## src/rtl/mrrc_pkg.sv

```systemverilog
// ----------------------------------------------------------------------------
// mrrc_pkg
// shared widths, codes and the crc-16/modbus byte update
// ----------------------------------------------------------------------------
package mrrc_pkg;

  localparam int ACTION_W    = 2;
  localparam int BYTE_W      = 8;
  localparam int TICK_W      = 24;
  localparam int STATUS_W    = 3;
  localparam int VALUE_W     = 16;
  localparam int LEN_W       = 6;
  localparam int CFG_IDX_W   = 2;
  localparam int CRC_W       = 16;
  localparam int HDR_BYTES   = 5;
  localparam int MIN_FRAME   = 5;
  localparam int LEN_MAX     = 63;

  localparam int MAX_FRAME_BYTES_DEF = 32;

  localparam logic [TICK_W-1:0] TICK_MAX          = '1;
  localparam logic [TICK_W-1:0] RESP_TIMEOUT_RST  = 24'd100000;
  localparam logic [TICK_W-1:0] INTERCHAR_RST     = 24'd1000;
  localparam logic [BYTE_W-1:0] FUNC_READ_HOLDING = 8'h03;
  localparam logic [BYTE_W-1:0] DATA_BYTES        = 8'h02;
  localparam logic [CRC_W-1:0]  CRC_INIT          = 16'hFFFF;
  localparam logic [CRC_W-1:0]  CRC_POLY          = 16'hA001;

  typedef enum logic [ACTION_W-1:0] {
    ACT_START = 2'd0,
    ACT_BYTE  = 2'd1,
    ACT_TICK  = 2'd2
  } action_t;

  typedef enum logic [CFG_IDX_W-1:0] {
    CFG_RESP_TIMEOUT = 2'd0,
    CFG_INTERCHAR    = 2'd1
  } cfg_index_t;

  typedef enum logic [STATUS_W-1:0] {
    ST_OK     = 3'd0,
    ST_SHORT  = 3'd1,
    ST_HEADER = 3'd2,
    ST_COUNT  = 3'd3,
    ST_CRC    = 3'd4
  } status_t;

  typedef struct packed {
    status_t              status;
    logic [VALUE_W-1:0]   value;
    logic [LEN_W-1:0]     length;
  } result_t;

  function automatic logic [CRC_W-1:0] crc_feed(input logic [CRC_W-1:0] crc,
                                                input logic [BYTE_W-1:0] b);
    logic [CRC_W-1:0] c;
    c = crc ^ {{(CRC_W-BYTE_W){1'b0}}, b};
    for (int i = 0; i < BYTE_W; i++) begin
      c = c[0] ? ((c >> 1) ^ CRC_POLY) : (c >> 1);
    end
    return c;
  endfunction

endpackage

```

## src/rtl/modbus_read_response_checker_unit.sv

```systemverilog
// ----------------------------------------------------------------------------
// modbus_read_response_checker_unit
// collects a modbus rtu reply to a single-register read and checks it
// ----------------------------------------------------------------------------
//  channel | signals                                    | direction
//  --------+--------------------------------------------+----------
//  in      | in_valid, in_stall, action, rx_byte,       | in beat
//          | slave_address                              |
//  out     | out_valid, out_stall, status,              | out beat
//          | register_value, frame_length               |
//  cfg     | cfg_valid, cfg_ready, cfg_index, cfg_data  | write beat
//
//  one in beat per cycle; a result appears in out registers the cycle after
//  the closing beat, or in the skid entry if out is stalled. the two-entry
//  output (register plus skid) holds results while out stalls; in stalls
//  only once the skid is full. crc update is one byte per beat, combinational.
//  rst is synchronous and restores the idle state and reset config values.
// ----------------------------------------------------------------------------
module modbus_read_response_checker_unit #(
  parameter int MAX_FRAME_BYTES = mrrc_pkg::MAX_FRAME_BYTES_DEF
) (
  input  logic                           clk,
  input  logic                           rst,
  input  logic                           in_valid,
  output logic                           in_stall,
  input  logic [mrrc_pkg::ACTION_W-1:0]  action,
  input  logic [mrrc_pkg::BYTE_W-1:0]    rx_byte,
  input  logic [mrrc_pkg::BYTE_W-1:0]    slave_address,
  output logic                           out_valid,
  input  logic                           out_stall,
  output logic [mrrc_pkg::STATUS_W-1:0]  status,
  output logic [mrrc_pkg::VALUE_W-1:0]   register_value,
  output logic [mrrc_pkg::LEN_W-1:0]     frame_length,
  input  logic                           cfg_valid,
  output logic                           cfg_ready,
  input  logic [mrrc_pkg::CFG_IDX_W-1:0] cfg_index,
  input  logic [mrrc_pkg::TICK_W-1:0]    cfg_data
);
  import mrrc_pkg::*;

  localparam int CW = $clog2(MAX_FRAME_BYTES + 1);
  localparam int EW = (CW > LEN_W) ? CW : LEN_W;

  logic [TICK_W-1:0] resp_timeout;
  logic [TICK_W-1:0] interchar;

  logic              receiving, receiving_next;
  logic [BYTE_W-1:0] expected_address, expected_address_next;
  logic [TICK_W-1:0] elapsed_ticks, elapsed_ticks_next;
  logic [TICK_W-1:0] silence_ticks, silence_ticks_next;
  logic [CW-1:0]     bytes_seen, bytes_seen_next;
  logic [CRC_W-1:0]  running_crc, running_crc_next;
  logic [BYTE_W-1:0] delayed0, delayed0_next;
  logic [BYTE_W-1:0] delayed1, delayed1_next;
  logic [BYTE_W-1:0] header_bytes [HDR_BYTES];
  logic [BYTE_W-1:0] header_bytes_next [HDR_BYTES];

  logic              accept;
  logic              close;
  logic              hdr_write;
  result_t           res;
  logic [EW-1:0]     bytes_ext;

  result_t           out_reg;
  result_t           skid;
  logic              skid_valid;

  assign accept    = in_valid && !in_stall;
  assign in_stall  = skid_valid;
  assign cfg_ready = 1'b1;
  assign hdr_write = accept && receiving && (action_t'(action) == ACT_BYTE);

  always_ff @(posedge clk) begin
    if (rst) begin
      resp_timeout <= RESP_TIMEOUT_RST;
      interchar    <= INTERCHAR_RST;
    end else if (cfg_valid && cfg_ready) begin
      unique case (cfg_index_t'(cfg_index))
        CFG_RESP_TIMEOUT: resp_timeout <= cfg_data;
        CFG_INTERCHAR:    interchar    <= cfg_data;
        default: ;
      endcase
    end
  end

  always_comb begin
    receiving_next        = receiving;
    expected_address_next = expected_address;
    elapsed_ticks_next    = elapsed_ticks;
    silence_ticks_next    = silence_ticks;
    bytes_seen_next       = bytes_seen;
    running_crc_next      = running_crc;
    delayed0_next         = delayed0;
    delayed1_next         = delayed1;
    close                 = 1'b0;
    if (accept) begin
      unique case (action_t'(action))
        ACT_START: begin
          receiving_next        = 1'b1;
          expected_address_next = slave_address;
          elapsed_ticks_next    = '0;
          silence_ticks_next    = '0;
          bytes_seen_next       = '0;
          running_crc_next      = CRC_INIT;
          delayed0_next         = '0;
          delayed1_next         = '0;
        end
        ACT_BYTE: begin
          if (receiving) begin
            if (bytes_seen >= CW'(2)) begin
              running_crc_next = crc_feed(running_crc, delayed0);
            end
            delayed0_next      = delayed1;
            delayed1_next      = rx_byte;
            bytes_seen_next    = bytes_seen + CW'(1);
            silence_ticks_next = '0;
            close = (bytes_seen_next >= CW'(MAX_FRAME_BYTES)) ||
                    (elapsed_ticks > resp_timeout);
          end
        end
        ACT_TICK: begin
          if (receiving) begin
            if (elapsed_ticks != TICK_MAX) begin
              elapsed_ticks_next = elapsed_ticks + TICK_W'(1);
            end
            if (silence_ticks != TICK_MAX) begin
              silence_ticks_next = silence_ticks + TICK_W'(1);
            end
            close = silence_ticks_next > interchar;
          end
        end
        default: ;
      endcase
    end
    if (close) begin
      receiving_next = 1'b0;
    end
  end

  always_comb begin
    for (int i = 0; i < HDR_BYTES; i++) begin
      header_bytes_next[i] = (hdr_write && bytes_seen == CW'(i)) ? rx_byte : header_bytes[i];
    end
  end

  // result from the post-update frame state
  always_comb begin
    bytes_ext = EW'(bytes_seen_next);
    res.value = '0;
    if (bytes_seen_next < CW'(MIN_FRAME)) begin
      res.status = ST_SHORT;
    end else if (header_bytes_next[0] != expected_address_next ||
                 header_bytes_next[1] != FUNC_READ_HOLDING) begin
      res.status = ST_HEADER;
    end else if (header_bytes_next[2] != DATA_BYTES) begin
      res.status = ST_COUNT;
    end else if ({delayed1_next, delayed0_next} != running_crc_next) begin
      res.status = ST_CRC;
    end else begin
      res.status = ST_OK;
      res.value  = {header_bytes_next[3], header_bytes_next[4]};
    end
    res.length = (bytes_ext > EW'(LEN_MAX)) ? LEN_W'(LEN_MAX) : LEN_W'(bytes_ext);
  end

  always_ff @(posedge clk) begin
    if (rst) begin
      receiving        <= 1'b0;
      expected_address <= '0;
      elapsed_ticks    <= '0;
      silence_ticks    <= '0;
      bytes_seen       <= '0;
      running_crc      <= CRC_INIT;
      delayed0         <= '0;
      delayed1         <= '0;
    end else begin
      receiving        <= receiving_next;
      expected_address <= expected_address_next;
      elapsed_ticks    <= elapsed_ticks_next;
      silence_ticks    <= silence_ticks_next;
      bytes_seen       <= bytes_seen_next;
      running_crc      <= running_crc_next;
      delayed0         <= delayed0_next;
      delayed1         <= delayed1_next;
    end
  end

  always_ff @(posedge clk) begin
    header_bytes <= header_bytes_next;
  end

  // output register with skid entry
  always_ff @(posedge clk) begin
    if (rst) begin
      out_valid  <= 1'b0;
      skid_valid <= 1'b0;
    end else if (out_valid && out_stall) begin
      if (close) begin
        skid_valid <= 1'b1;
      end
    end else if (skid_valid) begin
      out_valid  <= 1'b1;
      skid_valid <= 1'b0;
    end else begin
      out_valid <= close;
    end
  end

  always_ff @(posedge clk) begin
    if (out_valid && out_stall) begin
      if (close) begin
        skid <= res;
      end
    end else if (skid_valid) begin
      out_reg <= skid;
    end else begin
      out_reg <= res;
    end
  end

  assign status         = out_reg.status;
  assign register_value = out_reg.value;
  assign frame_length   = out_reg.length;

endmodule

```

## config.mk

```make
export PLATFORM = sky130hd
export DESIGN_NAME = modbus_read_response_checker_unit
export DESIGN_NICKNAME = d
export VERILOG_FILES = /design/src/rtl/mrrc_pkg.sv /design/src/rtl/modbus_read_response_checker_unit.sv
export SDC_FILE = /design/constraint.sdc
export NUM_CORES = 1
export LEC_CHECK = 0
export ABC_CLOCK_PERIOD_IN_PS = 10100
export BUFFER_PORTS_ARGS = -buffer_cell sky130_fd_sc_hd__buf_2
export CORE_ASPECT_RATIO = 1.2
export CORE_UTILIZATION = 55
export DETAILED_ROUTE_END_ITERATION = 12
export PLACE_DENSITY_LB_ADDON = 0.05
export SLEW_MARGIN = 40
export SYNTH_ARGS = -nofsm -noshare
export SYNTH_HDL_FRONTEND = slang
export SYNTH_SLANG_ARGS = --single-unit
```

## constraint.sdc

```tcl
create_clock -name clk -period 10.1 [get_ports clk]
set_input_delay 1.01 -clock clk [delete_from_list [all_inputs] [get_ports clk]]
set_output_delay 1.01 -clock clk [all_outputs]
set_load 0.05 [all_outputs]
```

==> results.yml, run 1 <==
grt:
  grt-busiest-layer: "met2"
  grt_pass1_wl_mm: 42.21
  track_usage: 0.2467
  use_met3: 0.03152
  grt_max_degree: 85
  met2_usage: 0.4443
  grt-ovfl-total: 0
  use_met1: 0.3058
  grt_pass1_vias: 8371
  antenna_found_initial: 0
clock_network:
  cts_hold_buf: 0
  cts_buffers: 25
  post-cts-setup-buffers: 0
  htree_levels: 1
  cts_resized: 0
  root_buffer: "clkbuf_16"
  insertion_delay_ps: 520
  clock-sinks: 235
  path_clk_slew_ps: 60
  cts_tree: "yes"
  cts.path.max_buffers: 3
sta:
  slew_headroom: 0.4464
  rsz0062_at_grt: "no"
  finalSetupViolCount: 0
  tightest_slew_ps: 827.3
  fin_skew_ps: 9.799
  fin_tns_setup_ps: 0
  hold_viol: 0
  fin_crit_ps: 4855
  holdWs_ps: 454.2
  drv_slew: 0
  finalCritPeriodShare: 0.4807
  max_freq_ghz: 0.2060
cells_and_area:
  final_common_cell: "dfxtp_1"
  postLayoutCellArea_um2: 12720
  fin_nets: 1367
  mostFrequentLayoutCells: "184 x dfxtp_1, 134 x nand2_1, 130 x nor2_1"
  final_util: 0.6280
  diodes: 0
  drive_gt1_frac: 0.1478
  syn_to_final_growth_pct: 12.16
synth:
  synth-seq-cells: 235
  syn_nets: 1312
  avgSynthCellArea_um2: 9.412
  yosysSeqAreaShare: 0.4590
  synth_area_um2: 11340
  synthFlopType: "dfxtp_1"
  yosys_warnings: 0
  synth.distinct_cells: 68
  synth_edf_count: 50
  netlist_instances: 1205
  ys_async_sr_fraction: 0
placed_design:
  post-dp-hpwl_mm: 18.06
  io_buffers: 75
  gp_congestion: 0.8067
  place_area_um2: 11910
power_and_ir_drop:
  p_total_mw: 1.975
  power_density_nw_per_um2: 155.3
  vdd_drop_max_mv: 0.1262
  leakage_nw: 5.362
floorplanning:
  die-area_um2: 21200
  rows: 57
  coreArea_um2: 20250
  start_util: 0.5599
  io_pins: 77
  die_h_um: 159.3
  die-width_um: 133.1
worst_setup_path:
  setup.worst_path.start: "silence_ticks[0]"
  startpoint_type: "flop"
  worstPathCellList: "ha_1, nand2_1, or3_1, or4_1, nand2_1, nor3_1, xor2_1, ha_1, a21o_1, a21o_1, a21oi_1, nor2b_1, o311ai_0, a21boi_0, o311a_1, nor2_1, nor3_2, buf_4"
  critical-path-max-stage-delay_ps: 640
  reg2reg_slack_ps: 5240
  cp_slowest_cell: "or4_1"
  worstPathRequired_ps: 10330
  arrival_ps: 5090
  path_class: "flop to flop"
  cpLargestDelayFamily: "simple AND/OR/NAND/NOR gates"
  path_max_fanout: 25
  crit_path_end_kind: "flop"
  worstReg2RegStart: "silence_ticks[0]"
  crit_buf_inv: 1
min_path:
  min_from: "resp_timeout[21]"
  holdCritPathClass: "flop to flop"
drt:
  drt_iter0_drc: 471
  viasPerCell: 5.547
  drtAntennaViolNets: 0
  wire_per_inst_um: 16.70
  routed_wl_mm: 25.78
  drcViolationCount: 0
  vias: 8565
  dr.pass1.iters: 5
flow_run:
  drv_cap: 0
run_status:
  status: "complete, no violations"
## per-stage QoR
stage / setup slack (ps) / std cells
2_1_floorplan: 4712 / 1205
5_1_grt: 4946 / 1544
3_5_place_dp: 4752 / 1498
6_report: 5245 / 1544
3_3_place_gp: 4669 / 1498
4_1_cts: 5256 / 1544
## area by class of cell
class | instances | area [µm²]
Sequential cell | 235 | 5209
Tap cell | 265 | 331.6
Inverter | 75 | 281.5
Timing Repair Buffer | 83 | 441.7
Clock buffer | 38 | 734.5
Multi-Input combinational cell | 840 | 5654
Clock inverter | 8 | 67.56
Fill cell | 1816 | 7535
## routing by layer
metal / vias up / share of wire
met5: - / 0
met4: 0 / 0.024
met3: 39 / 0.037
met2: 169 / 0.51
met1: 4061 / 0.43
li1: 4296 / -
## cells in the mapped netlist, drive strengths merged, types with 13 or more instances
| cell | n | area [µm²] |
|---|---|---|
| a211o | 13 | 113.9 |
| a21o | 17 | 127.6 |
| a21oi | 72 | 360.4 |
| a22oi | 24 | 180.2 |
| clkbuf | 43 | 161.4 |
| dfxtp | 185 | 3704 |
| edfxtp | 50 | 1501 |
| ha | 58 | 725.7 |
| inv | 74 | 277.8 |
| mux2 | 34 | 390.4 |
| mux2i | 27 | 270.3 |
| nand2 | 134 | 503.0 |
| nand2b | 16 | 100.1 |
| nand3 | 27 | 135.1 |
| nand4 | 21 | 146.4 |
| nor2 | 131 | 499.2 |
| nor3 | 25 | 136.4 |
| nor4 | 14 | 93.84 |
| o21ai | 20 | 100.1 |
| o31ai | 18 | 205.2 |
| xnor2 | 41 | 359.1 |
| xor2 | 44 | 385.4 |
## kinds of logic (layout without fill, tap and decap cells)
group / after synthesis / in the layout / synth area share
XOR/XNOR: 87 / 87 / 0.06962
adder cells (fa/ha/maj): 58 / 58 / 0.06399
AND/OR/NAND/NOR: 423 / 423 / 0.1772
buffers and inverters: 130 / 204 / 0.04534
other: 1 / 1 / 0.0003307
AO/OA/AOI/OAI: 210 / 210 / 0.1263
flip-flops: 235 / 235 / 0.4590
multiplexers: 61 / 61 / 0.05825
## state kept, by name (all words and copies together) (netlist names)
name,cells
header_bytes,40
interchar,24
frame_length,6
receiving,1
in_stall,1
status,3
resp_timeout,24
running_crc,16
elapsed_ticks,24
silence_ticks,24
delayed0,8
bytes_seen,6
delayed1,8
register_value,16
skid,25
out_valid,1
expected_address,8
## worst paths after layout
path                       to  cells past startpoint
max                   skid[4]                     18
min          resp_timeout[21]                      2
max reg2reg           skid[4]                     18
min reg2reg  resp_timeout[21]                      2
## tightest hold or removal path, delay by kind of cell (launching register included)
family           cells  cell delay [ps]
flip-flops           1              310
AND/OR/NAND/NOR      1               50
AO/OA/AOI/OAI        1               50
## report_power, final
part           total [mW]  switching [mW]  internal (mW)
clock               0.889           0.364          0.526
sequential          0.977         0.00639          0.971
combinational       0.109          0.0662         0.0424
Note: power is estimated with default switching activity, not from simulation.
==> inputs of run 2 (changes only) <==
- ABC_CLOCK_PERIOD_IN_PS: 10100 -> 4350
- clock period: 10.1 -> 4.35 ns (I/O delays scaled with it)
==> run 2 against run 1 <==
Effect of this change: critical path depth rose by 1; sequential share of layout area decreased by 1.0 points; sequential cell count unchanged; cell area is 2.7% higher; cell count up 1.8%; clock power increased by 140%; first-iteration DRC count rose by 4.5%; die area stayed put; largest power group unchanged; clock skew up 5.8 ps; power rose by 140%; global-route usage about the same.
==> results.yml, run 2 (synthesis results as in run 1) <==
run_status:
  status: "complete, no violations"
clock_network:
  path_clk_slew_ps: 60
  root_buffer: "clkbuf_16"
  cts_tree: "yes"
  cts_buffers: 25
  htree_levels: 1
  cts_hold_buf: 0
  cts.path.max_buffers: 3
  clock-sinks: 235
  insertion_delay_ps: 520
drt:
  drt_iter0_drc: 492
  vias: 8654
  wire_per_inst_um: 16.63
  routed_wl_mm: 26.14
  drcViolationCount: 0
  viasPerCell: 5.505
  drtAntennaViolNets: 0
  dr.pass1.iters: 4
placed_design:
  post-dp-hpwl_mm: 18.04
  place_inst: 1520
  dp_slack_ps: 38.62
  place_area_um2: 12080
  gp_congestion: 0.8438
  io_buffers: 75
grt:
  antenna_found_initial: 0
  grt_max_degree: 79
  grt_pass1_wl_mm: 42.15
  grt_pass1_vias: 8385
  track_usage: 0.2466
  grt-ovfl-total: 0
floorplanning:
  die-width_um: 133.1
  start_util: 0.5599
  rows: 57
  io_pins: 77
  coreArea_um2: 20250
  die_h_um: 159.3
  die-area_um2: 21200
worst_setup_path:
  worst_r2r_path_depth: 19
  startpoint_type: "flop"
  worstPathRequired_ps: 4640
  reg2reg_slack_ps: 210
  path_class: "flop to flop"
  worstReg2RegStart: "silence_ticks[1]"
  crit_path_end_kind: "flop"
  r2r-end: "skid[18]"
  path_max_fanout: 6
  arrival_ps: 4430
cells_and_area:
  postLayoutCellArea_um2: 13060
  diodes: 0
  fin_nets: 1395
  final_util: 0.6450
  instances_no_fill: 1572
  drive_gt1_frac: 0.1767
  final_common_cell: "dfxtp_1"
  largestRegisters: "header_bytes (40), skid (25)"
  multi_input_area_um2: 5720
  syn_to_final_growth_pct: 15.19
  fillCellCount: 1778
  mostFrequentLayoutCells: "181 x dfxtp_1, 132 x nand2_1, 130 x nor2_1"
  register_area_um2: 5213
  largest_reg_flops: 40
  largest-register: "header_bytes"
min_path:
  min_from: "cfg_data[16]"
  hold_end: "resp_timeout[16]"
  holdCritPathClass: "input port to flop"
  hold_depth: 2
power_and_ir_drop:
  power_density_nw_per_um2: 358.1
  vdd_drop_max_mv: 0.2994
  leakage_nw: 5.553
  p_total_mw: 4.678
sta:
  fin_tns_setup_ps: 0
  tightest_slew_ps: 859.6
  slew_headroom: 0.4248
  finalSetupViolCount: 0
  finalCritPeriodShare: 0.9516
  fin_skew_ps: 15.58
  drv_slew: 0
  holdWs_ps: 139.0
  setup_slack_ps: 210.4
  fin_crit_ps: 4140
  max_freq_ghz: 0.2416
  hold_viol: 0
flow_run:
  drv_cap: 0
==> run 2: metal layers <==
| metal | vias to the layer above | part of all wire | routed length [µm] | track usage |
|---|---|---|---|---|
| met4 | 0 | 0.018 | 460 | 0.06270 |
| met1 | 4103 | 0.43 | 11270 | 0.3047 |
| met5 | - | 0 | 0 | 0 |
| li1 | 4350 | - | - | - |
| met3 | 36 | 0.037 | 970 | 0.03088 |
| met2 | 165 | 0.51 | 13440 | 0.4495 |
==> run 2: final cells by class <==
| type | instances | share of cell area |
|---|---|---|
| Sequential cell | 235 | 0.3990 |
| Tap cell | 265 | 0.02538 |
| Clock inverter | 6 | 0.006704 |
| Clock buffer | 40 | 0.05718 |
| Multi-Input combinational cell | 841 | 0.4379 |
| Inverter | 75 | 0.02155 |
| Timing Repair Buffer | 110 | 0.05229 |
==> run 2: worst max-delay path by stage <==
| stage | from | end | cells after the start |
|---|---|---|---|
| 4_1_cts | silence_ticks[1] | skid[2] | 19 |
| 6_report | silence_ticks[1] | skid[18] | 19 |
| 3_3_place_gp | silence_ticks[1] | skid[18] | 19 |
| 2_1_floorplan | silence_ticks[0] | skid[0] | 18 |
| 3_5_place_dp | silence_ticks[1] | skid[18] | 19 |
| 5_1_grt | silence_ticks[11] | skid[21] | 18 |
==> run 2: timing repair <==
action,CTS,global route
gates resized for setup,0,19
buffers inserted,0,5
endpoints found under the setup margin,0,26
==> run 2: critical path, stage by stage (launching register included) <==
cell	delay [ps]
dfxtp_4	360
ha_4	130
nand2_2	80
or3_4	380
or4_4	460
nand2_2	110
nor3_2	60
xor2_1	140
ha_1	320
a21o_1	180
a21o_1	170
a21oi_1	140
nor2b_1	60
o311ai_1	270
a21boi_1	100
o311a_1	370
nor2_1	120
buf_4	170
nor3_4	80
clkbuf_16	200
==> run 2: power breakdown <==
part,switching (mW),internal (mW)
Combinational,0.156,0.101
Sequential,0.0141,2.25
Clock,0.857,1.29
Total,1.03,3.65
==> inputs of run 3 (changes only) <==
- PLACE_DENSITY: default -> 0.86
- PLACE_DENSITY_LB_ADDON: 0.05 -> default
- SETUP_SLACK_MARGIN: default -> 0.5
==> run 3 against run 2 <==
Effect of this change: maximum frequency fell by 1.4%; cell count rose by 2.5%; via count rose by 7.9%; first-iteration DRC count rose by 28%; clock power fell by 9%; clock skew fell by 5.3 ps; worst hold slack improved by 6.2 ps; combinational power rose by 7.8%; global-route usage rose by 0.36 points; sequential cell count did not move; non-clock buffer count rose by 42.
==> results.yml, run 3 (synthesis results as in run 1) <==
floorplanning:
  io_pins: 77
  rows: 57
  coreArea_um2: 20250
  die-width_um: 133.1
  die-area_um2: 21200
  die_h_um: 159.3
  start_util: 0.5599
clock_network:
  cts.path.max_buffers: 3
  root_buffer: "clkbuf_16"
  insertion_delay_ps: 520
  cts_tree: "yes"
  path_clk_slew_ps: 60
  cts_buffers: 23
  clock-sinks: 235
  htree_levels: 1
power_and_ir_drop:
  leakage_nw: 5.798
  p_seq_frac: 0.503
  power_frac_clock: 0.435
  combinationalPowerShare: 0.062
  p_total_mw: 4.509
  intPower_mw: 3.488
  vdd_drop_max_mv: 0.3372
  p_sw_mw: 1.021
  power_density_nw_per_um2: 334.6
  p_sw_frac: 0.2264
cells_and_area:
  largest-register: "header_bytes"
  fin_nets: 1434
  syn_to_final_growth_pct: 18.83
  postLayoutCellArea_um2: 13480
  drive_gt1_frac: 0.2165
  fillCellCount: 1509
  register_area_um2: 5218
  final_common_cell: "dfxtp_1"
  largestRegisters: "header_bytes (40), skid (25)"
  mostFrequentLayoutCells: "179 x dfxtp_1, 132 x nand2_1, 127 x nor2_1"
  largest_reg_flops: 40
  instances_no_fill: 1612
  multi_input_area_um2: 5864
placed_design:
  gp_congestion: 0.9028
  post-dp-hpwl_mm: 18.57
  io_buffers: 75
  place_area_um2: 12420
  place_inst: 1551
sta:
  hold_viol: 0
  max_freq_ghz: 0.2382
  rsz0062_at_grt: "yes"
  slew_headroom: 0.4405
  fin_crit_ps: 4199
  fin_skew_ps: 10.24
  drv_slew: 0
  finalCritPeriodShare: 0.9652
  finalSetupViolCount: 0
  tightest_slew_ps: 836.2
drt:
  wire_per_inst_um: 17.31
  drcViolationCount: 0
  drt_iter0_drc: 630
  drtAntennaViolNets: 0
  routed_wl_mm: 27.91
  viasPerCell: 5.792
  vias: 9337
  dr.pass1.iters: 5
grt:
  grt_pass1_vias: 9129
  grt_pass1_wl_mm: 43.33
  antenna_found_initial: 3
  track_usage: 0.2502
  grt-ovfl-total: 0
  grt_max_degree: 75
worst_setup_path:
  startpoint_type: "flop"
  critical-path-max-stage-delay_ps: 480
  arrival_ps: 4480
  path_class: "flop to flop"
  worstPathRequired_ps: 4640
  crit_path_end_kind: "flop"
  cp_slowest_cell: "or4_4"
  path_max_fanout: 6
  worstPathCellList: "ha_4, nand2_4, or3_4, or4_4, nand4_1, buf_4, nor2_4, nand3_4, xnor2_2, ha_1, a21o_1, a21o_1, a21oi_2, nor2b_1, o21ai_1, a21oi_2, o31a_1, nor2_4, nor3_4, buf_6, clkbuf_16"
run_status:
  status: "complete, no violations"
min_path:
  holdCritPathClass: "input port to flop"
flow_run:
  drv_cap: 0
-- run 3: area by class of cell --
cell class | instances | share of cell area
inverter | 75 | 0.02089
multi-input combinational | 840 | 0.4351
clock buffer | 34 | 0.04948
sequential | 235 | 0.3871
antenna | 3 | 0.0005571
tap | 265 | 0.02460
clock inverter | 8 | 0.005849
timing repair buffer | 152 | 0.07632
-- run 3: final timing paths --
path / depth (start not counted) / slack, ps / to / startpoint
min: 2 / 150 / resp_timeout[16] / cfg_data[16]
max reg2reg: 21 / 150 / skid[20] / silence_ticks[1]
max: 21 / 150 / skid[20] / silence_ticks[1]
min reg2reg: 2 / 450 / resp_timeout[21] / resp_timeout[21]
-- run 3: stage by stage --
stage                       util  setup slack (ps)  hold slack (ps)  TNS [ps]
after floorplan                -             374.8            436.3         0
after global placement    0.6122            -100.9            443.1     -2492
after detailed placement  0.6134             95.61            446.3         0
after CTS                 0.6559             262.7            136.1         0
after global routing      0.6654             3.047            148.1         0
final                     0.6654             151.5            145.2         0
-- run 3: repair_timing --
item                       in CTS  in global routing
pin swaps                       1                 16
resized for setup              11                 20
cloned                          1                  1
buffers inserted                8                  6
hold buffers                    0                  0
setup endpoints to repair      28                 48
-- run 3: routing by layer --
| layer | up-vias | wire (µm) | track usage | share of wire |
|---|---|---|---|---|
| met5 | - | 0 | 0 | 0 |
| met4 | 0 | 1066 | 0.1092 | 0.038 |
| met3 | 87 | 1600 | 0.03534 | 0.057 |
| met2 | 368 | 14320 | 0.4557 | 0.51 |
| met1 | 4460 | 10920 | 0.2889 | 0.39 |
| li1 | 4422 | - | - | - |
-- run 3: power by group through the flow --
stage	combinational, mW	clock (mW)	sequential [mW]
3_3_place_gp	0.251	0	2.31
3_5_place_dp	0.261	0	2.32
5_1_grt	0.300	2.08	2.27
2_1_floorplan	0.168	0	2.31
4_1_cts	0.267	1.99	2.27
6_report	0.278	1.96	2.27
-- run 3: worst max-delay path: cells and delay by family (launching register included) --
| kind | cells | cell delay (ps) |
|---|---|---|
| AOI/OAI and AO/OA | 6 | 1090 |
| DFF | 1 | 380 |
| buffers and inverters | 3 | 460 |
| xor gates and xnor gates | 1 | 70 |
| and+or+nand+nor | 9 | 1510 |
| adders and majority gates | 2 | 470 |
